[config.mk]
export PLATFORM = sky130hd
export DESIGN_NAME = tfpg_pipe_div
export DESIGN_NICKNAME = d
export VERILOG_FILES = /design/src/hw/rtl/tile_frustum_plane_generator_assert.svh /design/src/hw/rtl/tfpg_pipe_div.sv
export SDC_FILE = /design/constraint.sdc
export NUM_CORES = 2
export LEC_CHECK = 0
export BUFFER_PORTS_ARGS = -buffer_cell sky130_fd_sc_hd__buf_2
export CAP_MARGIN = 20
export CORE_UTILIZATION = 25
export CTS_BUF_LIST = sky130_fd_sc_hd__clkbuf_4 sky130_fd_sc_hd__clkbuf_8
export DETAILED_ROUTE_END_ITERATION = 10
export PLACE_DENSITY_LB_ADDON = 0.12
export SLEW_MARGIN = 20
export SYNTH_ARGS = -nofsm -noshare
export SYNTH_HDL_FRONTEND = slang
export SYNTH_SLANG_ARGS = --single-unit
[constraint.sdc]
create_clock -name clk_i -period 3.2 [get_ports clk_i]
set_clock_uncertainty 0.15 [all_clocks]
set_input_delay 0.96 -clock clk_i [delete_from_list [all_inputs] [get_ports clk_i]]
set_output_delay 0.96 -clock clk_i [all_outputs]
set_load 0.01 [all_outputs]
[src/hw/rtl/tile_frustum_plane_generator_assert.svh]
// assertion macros shared by the tile frustum plane generator rtl
`ifndef TILE_FRUSTUM_PLANE_GENERATOR_ASSERT_SVH
`define TILE_FRUSTUM_PLANE_GENERATOR_ASSERT_SVH

// same-cycle implication, checked out of reset
`define TFPG_ASSERT_IMP(lbl, ante, cons, msg) \
  lbl: assert property (@(posedge clk_i) disable iff (!rst_ni) (ante) |-> (cons)) \
    else $error(msg);

// next-cycle implication, checked out of reset
`define TFPG_ASSERT_NXT(lbl, ante, cons, msg) \
  lbl: assert property (@(posedge clk_i) disable iff (!rst_ni) (ante) |=> (cons)) \
    else $error(msg);

`endif

[src/hw/rtl/tfpg_pipe_div.sv]
// pipelined restoring divider, one quotient bit per stage, with a tag alongside
module tfpg_pipe_div #(
  parameter int NW = 36,
  parameter int DW = 10,
  parameter int TW = 1
) (
  input  logic          clk_i,
  input  logic          rst_ni,
  input  logic          en_i,
  input  logic          valid_i,
  input  logic [NW-1:0] num_i,
  input  logic [DW-1:0] den_i,
  input  logic [TW-1:0] tag_i,
  output logic          valid_o,
  output logic [NW-1:0] quo_o,
  output logic [TW-1:0] tag_o
);

  logic          v_q   [NW];
  logic [DW-1:0] rem_q [NW];
  logic [NW-1:0] num_q [NW];
  logic [NW-1:0] quo_q [NW];
  logic [DW-1:0] den_q [NW];
  logic [TW-1:0] tag_q [NW];

  for (genvar k = 0; k < NW; k++) begin : g_stage
    logic          v_s;
    logic [DW-1:0] rem_s;
    logic [NW-1:0] num_s;
    logic [NW-1:0] quo_s;
    logic [DW-1:0] den_s;
    logic [TW-1:0] tag_s;
    logic [DW:0]   trial;

    if (k == 0) begin : g_first
      assign v_s   = valid_i;
      assign rem_s = '0;
      assign num_s = num_i;
      assign quo_s = '0;
      assign den_s = den_i;
      assign tag_s = tag_i;
    end else begin : g_next
      assign v_s   = v_q[k-1];
      assign rem_s = rem_q[k-1];
      assign num_s = num_q[k-1];
      assign quo_s = quo_q[k-1];
      assign den_s = den_q[k-1];
      assign tag_s = tag_q[k-1];
    end

    assign trial = {rem_s, num_s[NW-1]};

    always_ff @(posedge clk_i or negedge rst_ni) begin
      if (!rst_ni) begin
        v_q[k] <= 1'b0;
      end else if (en_i) begin
        v_q[k] <= v_s;
      end
    end

    always_ff @(posedge clk_i) begin
      if (en_i) begin
        if (trial >= {1'b0, den_s}) begin
          rem_q[k] <= DW'(trial - {1'b0, den_s});
          quo_q[k] <= {quo_s[NW-2:0], 1'b1};
        end else begin
          rem_q[k] <= trial[DW-1:0];
          quo_q[k] <= {quo_s[NW-2:0], 1'b0};
        end
        num_q[k] <= num_s << 1;
        den_q[k] <= den_s;
        tag_q[k] <= tag_s;
      end
    end
  end

  assign valid_o = v_q[NW-1];
  assign quo_o   = quo_q[NW-1];
  assign tag_o   = tag_q[NW-1];

endmodule

Yosys cells after proc, flatten, opt, wreduce, memory -nomap -nowiden
Memory sizes are Yosys's and may differ from the RTL's.
Index checks and enable logic that the tools add are counted.
{"block": "op_classes", "n_bitwise": 72, "order_cmp": 36, "n_mux": 290, "n_addsub": 36}
{"op": "36-bit two-way mux", "count": 36}
{"op": "11-bit by 10-bit >= comparator with 1-bit output", "count": 35}
{"op": "10-bit two-way mux", "count": 36}
{"op": "10-bit subtractor", "count": 35}
{"op": "1-bit two-way mux", "count": 218}
{"op": "1-bit bitwise OR", "count": 72}
{"op": "1-bit by 10-bit >= comparator with 1-bit output", "count": 1}
{"op": "1-bit by 10-bit subtractor with 10-bit output", "count": 1}
{"block": "word_totals", "mem_bits_rw": 3312, "memories": 5, "regBits": 36, "output_inout_bits": 38, "in_bits": 51}
{"memory": "quo_q", "depth": 36, "word_bits": 36, "read_ports": 36, "rd_clocked_by_memory_dff": 0, "wr": 36, "line_no": "tfpg_pipe_div.sv:22", "rtl": "logic [NW-1:0] quo_q [NW];"}
{"memory": "num_q", "depth": 36, "word_bits": 35, "read_ports": 35, "rd_clocked_by_memory_dff": 0, "wr": 36, "line_no": "tfpg_pipe_div.sv:21", "rtl": "logic [NW-1:0] num_q [NW];"}
{"memory": "den_q", "depth": 36, "word_bits": 10, "read_ports": 35, "rd_clocked_by_memory_dff": 0, "wr": 36, "line_no": "tfpg_pipe_div.sv:23", "rtl": "logic [DW-1:0] den_q [NW];"}
{"memory": "rem_q", "depth": 36, "word_bits": 10, "read_ports": 35, "rd_clocked_by_memory_dff": 0, "wr": 36, "line_no": "tfpg_pipe_div.sv:20", "rtl": "logic [DW-1:0] rem_q [NW];"}
{"memory": "tag_q", "depth": 36, "word_bits": 1, "read_ports": 36, "rd_clocked_by_memory_dff": 0, "wr": 36, "line_no": "tfpg_pipe_div.sv:24", "rtl": "logic [TW-1:0] tag_q [NW];"}

Longest topological paths before layout
An unclocked memory read counts as a cell.
{"block": "logic_depth", "word_depth": 6, "mapped_depth": 10, "mapped_depth_nobuf": 10}

Worst setup path before layout
Ideal clock, no wire load.
{"block": "synth_timing", "kind": "input-to-reg", "start": "in en_i", "end": "mem quo_q[31][0] (netlist: quo_q[7][108]) (enable)", "cell_stages": 3, "setup_slack_ps": 93, "arrival_time_ps": 2543, "t_required_ps": 2636, "setup_time_ps": 414, "cell_sequence": "buf_6 -> clkbuf_1 -> clkbuf_1"}
{"element": "from (decl)", "line_no": "tfpg_pipe_div.sv:9", "rtl": "input logic en_i,"}
{"element": "to (decl)", "line_no": "tfpg_pipe_div.sv:22"}

==> metrics <==
type of element capturing the critical path flip-flop; data arrival time of the worst path 3650 ps; startpoint type of the worst setup path flip-flop; full die area 0.337 mm2; wirelength, routed 150000 um; Final Max Slew Viols 0; Pre-Repair DR Iteration Count 5; area added between synthesis and finish 17.2%; slowest stage delay, CP 740 ps; average wire per standard cell 14.6 um; most frequent cells in the layout 2031 x edfxtp_1, 480 x inv_1, 382 x clkbuf_8, 352 x ha_1, 346 x a21oi_1; number of synthesized register bits 2068; CP Cell Sequence ha_1, nor2b_1, o21bai_1, a311o_1, a41oi_2, mux2_2; Achievable Freq 0.328 GHz; Final Wtd Congestion 0.764; final hold violation count 0; clock tree from TritonCTS done; number of antenna violations at the first check in global routing 9; worst min-delay path class in2reg; leading register cell type out of synthesis edfxtp_1; fraction of synthesis flops using an asynchronous set or reset pin 1.74%; row count 212; switching power total 23.6 mW; TritonCTS Buffers 377; result of the run finished, final reports clean; critical path's slowest cell a41oi_2; most common library cell in the layout ignoring fill and taps edfxtp_1; leakage 35.9 nW; Synth Area per Inst 16.5 um2; clock-pin transition on the worst setup and hold timing paths 60 ps; internal power consumption 57.6 mW; DRC violations left 0; maximum number of pins on one net before global-route repair 135; type of the worst setup path reg2reg; H-tree Lvls 5; Mapped Nets 5500; power share of the clock group 29.8%; via count normalized by instance count 4.05; cell at the root of the clock tree clkbuf_8; proportion of synthesized chip area in sequential cells 73.9%; max-cap viol count 0; via count of the first global-routing pass 43500; total negative setup slack 0 ps; gate count after technology mapping 5063; # setup viols final 0; total clock sinks 2068; relative slew slack 40.4%; Final HPWL DP 95400 um; Worst EP required 3800 ps; die boundary height 581 um; pwr/cell area 827 mW/mm2; sequential cell fraction of total power 45.9%; Netlist cell types 69; starting density of the core 25.1%; fraction of layout instances using a drive strength above 1 18.5%; maximum root-to-sink buffer count 4; I/O pin count 89; total setup buffers inserted after CTS 0; remaining number of nets flagged by the antenna check after routing 0; I/O Buffers 88; switching share of total power 29.1%; placeable core region 0.333 mm2; die extent in x 581 um; transition at the pin with the smallest max-transition slack 895 ps; worst ir drop on vdd 0.369 mV; hold_ws 204 ps; global-route wire length before repair 239000 um; cell area after technology mapping 0.0837 mm2; RSZ-0062 raised after global routing no; clk_lat worst skew 1020 ps; DR iter-0 viols 2318; Yosys warning count 0; highest fanout seen on the critical path 15; routed vias 41700; global-route congestion overflow total 0; buffers plus inverters on the worst setup path 0; post-route minimum period 3050 ps; nets@finish 6059; number of enable-type register cells in the synthesized netlist 2031; combinational power share 24.3%; Tcrit/Tclk final 95.3%; total global-route track usage 8.73%; CP delay by family, top compound AO/OA/AOI/OAI gates
==> registers in the layout, indices dropped and copies added (netlist names) <==
signal       count
tag_q           36
rem_q          350
valid_o          1
g_stage.v_s     35
num_q          630
quo_q          666
den_q          350
==> final timing paths <==
kind                       cells after the start                          end             startpoint  slack, ps
setup / recovery                               6        rem_q[2][3]$_DFFE_PP_  rem_q[1][0]$_DFFE_PP_        150
hold / removal                                 3        rem_q[0][0]$_DFFE_PP_              num_i[35]        200
setup reg to reg                               6        rem_q[2][3]$_DFFE_PP_  rem_q[1][0]$_DFFE_PP_        150
hold reg to reg                                0       quo_q[6][42]$_DFFE_PP_  quo_q[6][5]$_DFFE_PP_        240
max in group asynchronous                      2  g_stage[19].v_s$_DFFE_PN0P_                 rst_ni       1920
min in group asynchronous                      2   g_stage[2].v_s$_DFFE_PN0P_                 rst_ni        440
==> cell type report <==
cell class | instances | area [um2]
sequential | 2068 | 61900
antenna | 1 | 2.50
multi-input combinational | 2436 | 19500
tap | 4387 | 5490
fill | 33000 | 235000
inverter | 481 | 1810
timing repair buffer | 258 | 2250
clock inverter | 166 | 1030
clock buffer | 500 | 6140
==> power by group through the flow <==
| stage | combinational [mW] | sequential (mW) | clock (mW) |
|---|---|---|---|
| floorplan | 15.4 | 36.7 | 0 |
| global placement | 19.4 | 37.9 | 0 |
| detailed placement | 19.7 | 37.8 | 0 |
| CTS | 20.0 | 37.3 | 25.6 |
| global route | 22.2 | 37.7 | 26.6 |
| finish | 19.7 | 37.2 | 24.2 |
==> worst register-to-register path: cells and delay by family (launching register included) <==
family,cells,cell delay [ps]
compound gates,3,1240
simple gates,1,200
mux,1,420
fa+ha+maj,1,350
flops,1,440
==> layer usage <==
metal	GRT usage, %	wire, um	vias to the layer above
met2	13.5	65800	773
met1	11.7	71700	20100
met5	0	9	-
met4	4.06	5810	2
li1	-	-	20400
met3	1.89	6900	431
==> cells by family (layout without fill, tap and decap cells) <==
group | Yosys count | in the layout | synth area share (%)
muxes | 205 | 205 | 2.74
and+or+nand+nor | 701 | 701 | 3.99
AOI/OAI and AO/OA | 944 | 944 | 8.37
buffers and inverters | 559 | 1405 | 2.81
adders and majority gates | 386 | 386 | 6.07
xor gates and xnor gates | 200 | 200 | 2.09
other | 0 | 1 | 0
DFF | 2068 | 2068 | 73.9
==> cells in the mapped netlist (all sizes together), types with 56 or more instances <==
cell       n  area (um2)
edfxtp  2031       61000
inv      481        1810
ha       352        4400
a21oi    347        1740
nor2     254         991
mux2     196        2210
nand2    191         729
xnor2    131        1150
o21a      96         721
xor2      69         604
o21ai     67         339
o21bai    66         495
a21o      63         473
nor2b     56         350
==> per-stage QoR <==
step           utilization [%]  setup WS (ps)  cells  cell area [um2]  total power, mW
2_1_floorplan                -           93.3   5063            83700             52.2
3_3_place_gp              27.1           78.9   9582            90500             57.4
3_5_place_dp              27.1           96.3   9582            90500             57.5
4_1_cts                   29.4            144  10300            98100             82.9
5_1_grt                   29.4           23.5  10300            98100             86.5
6_report                  29.4            151  10300            98100             81.1
==> what timing repair did <==
item | CTS | global route
endpoints found under the hold margin | 83 | 0
hold buffers | 48 | 0
endpoints found under the setup margin | 0 | 2
gates resized for setup | 0 | 1
No activity file was read; power rests on OpenSTA's default activity.
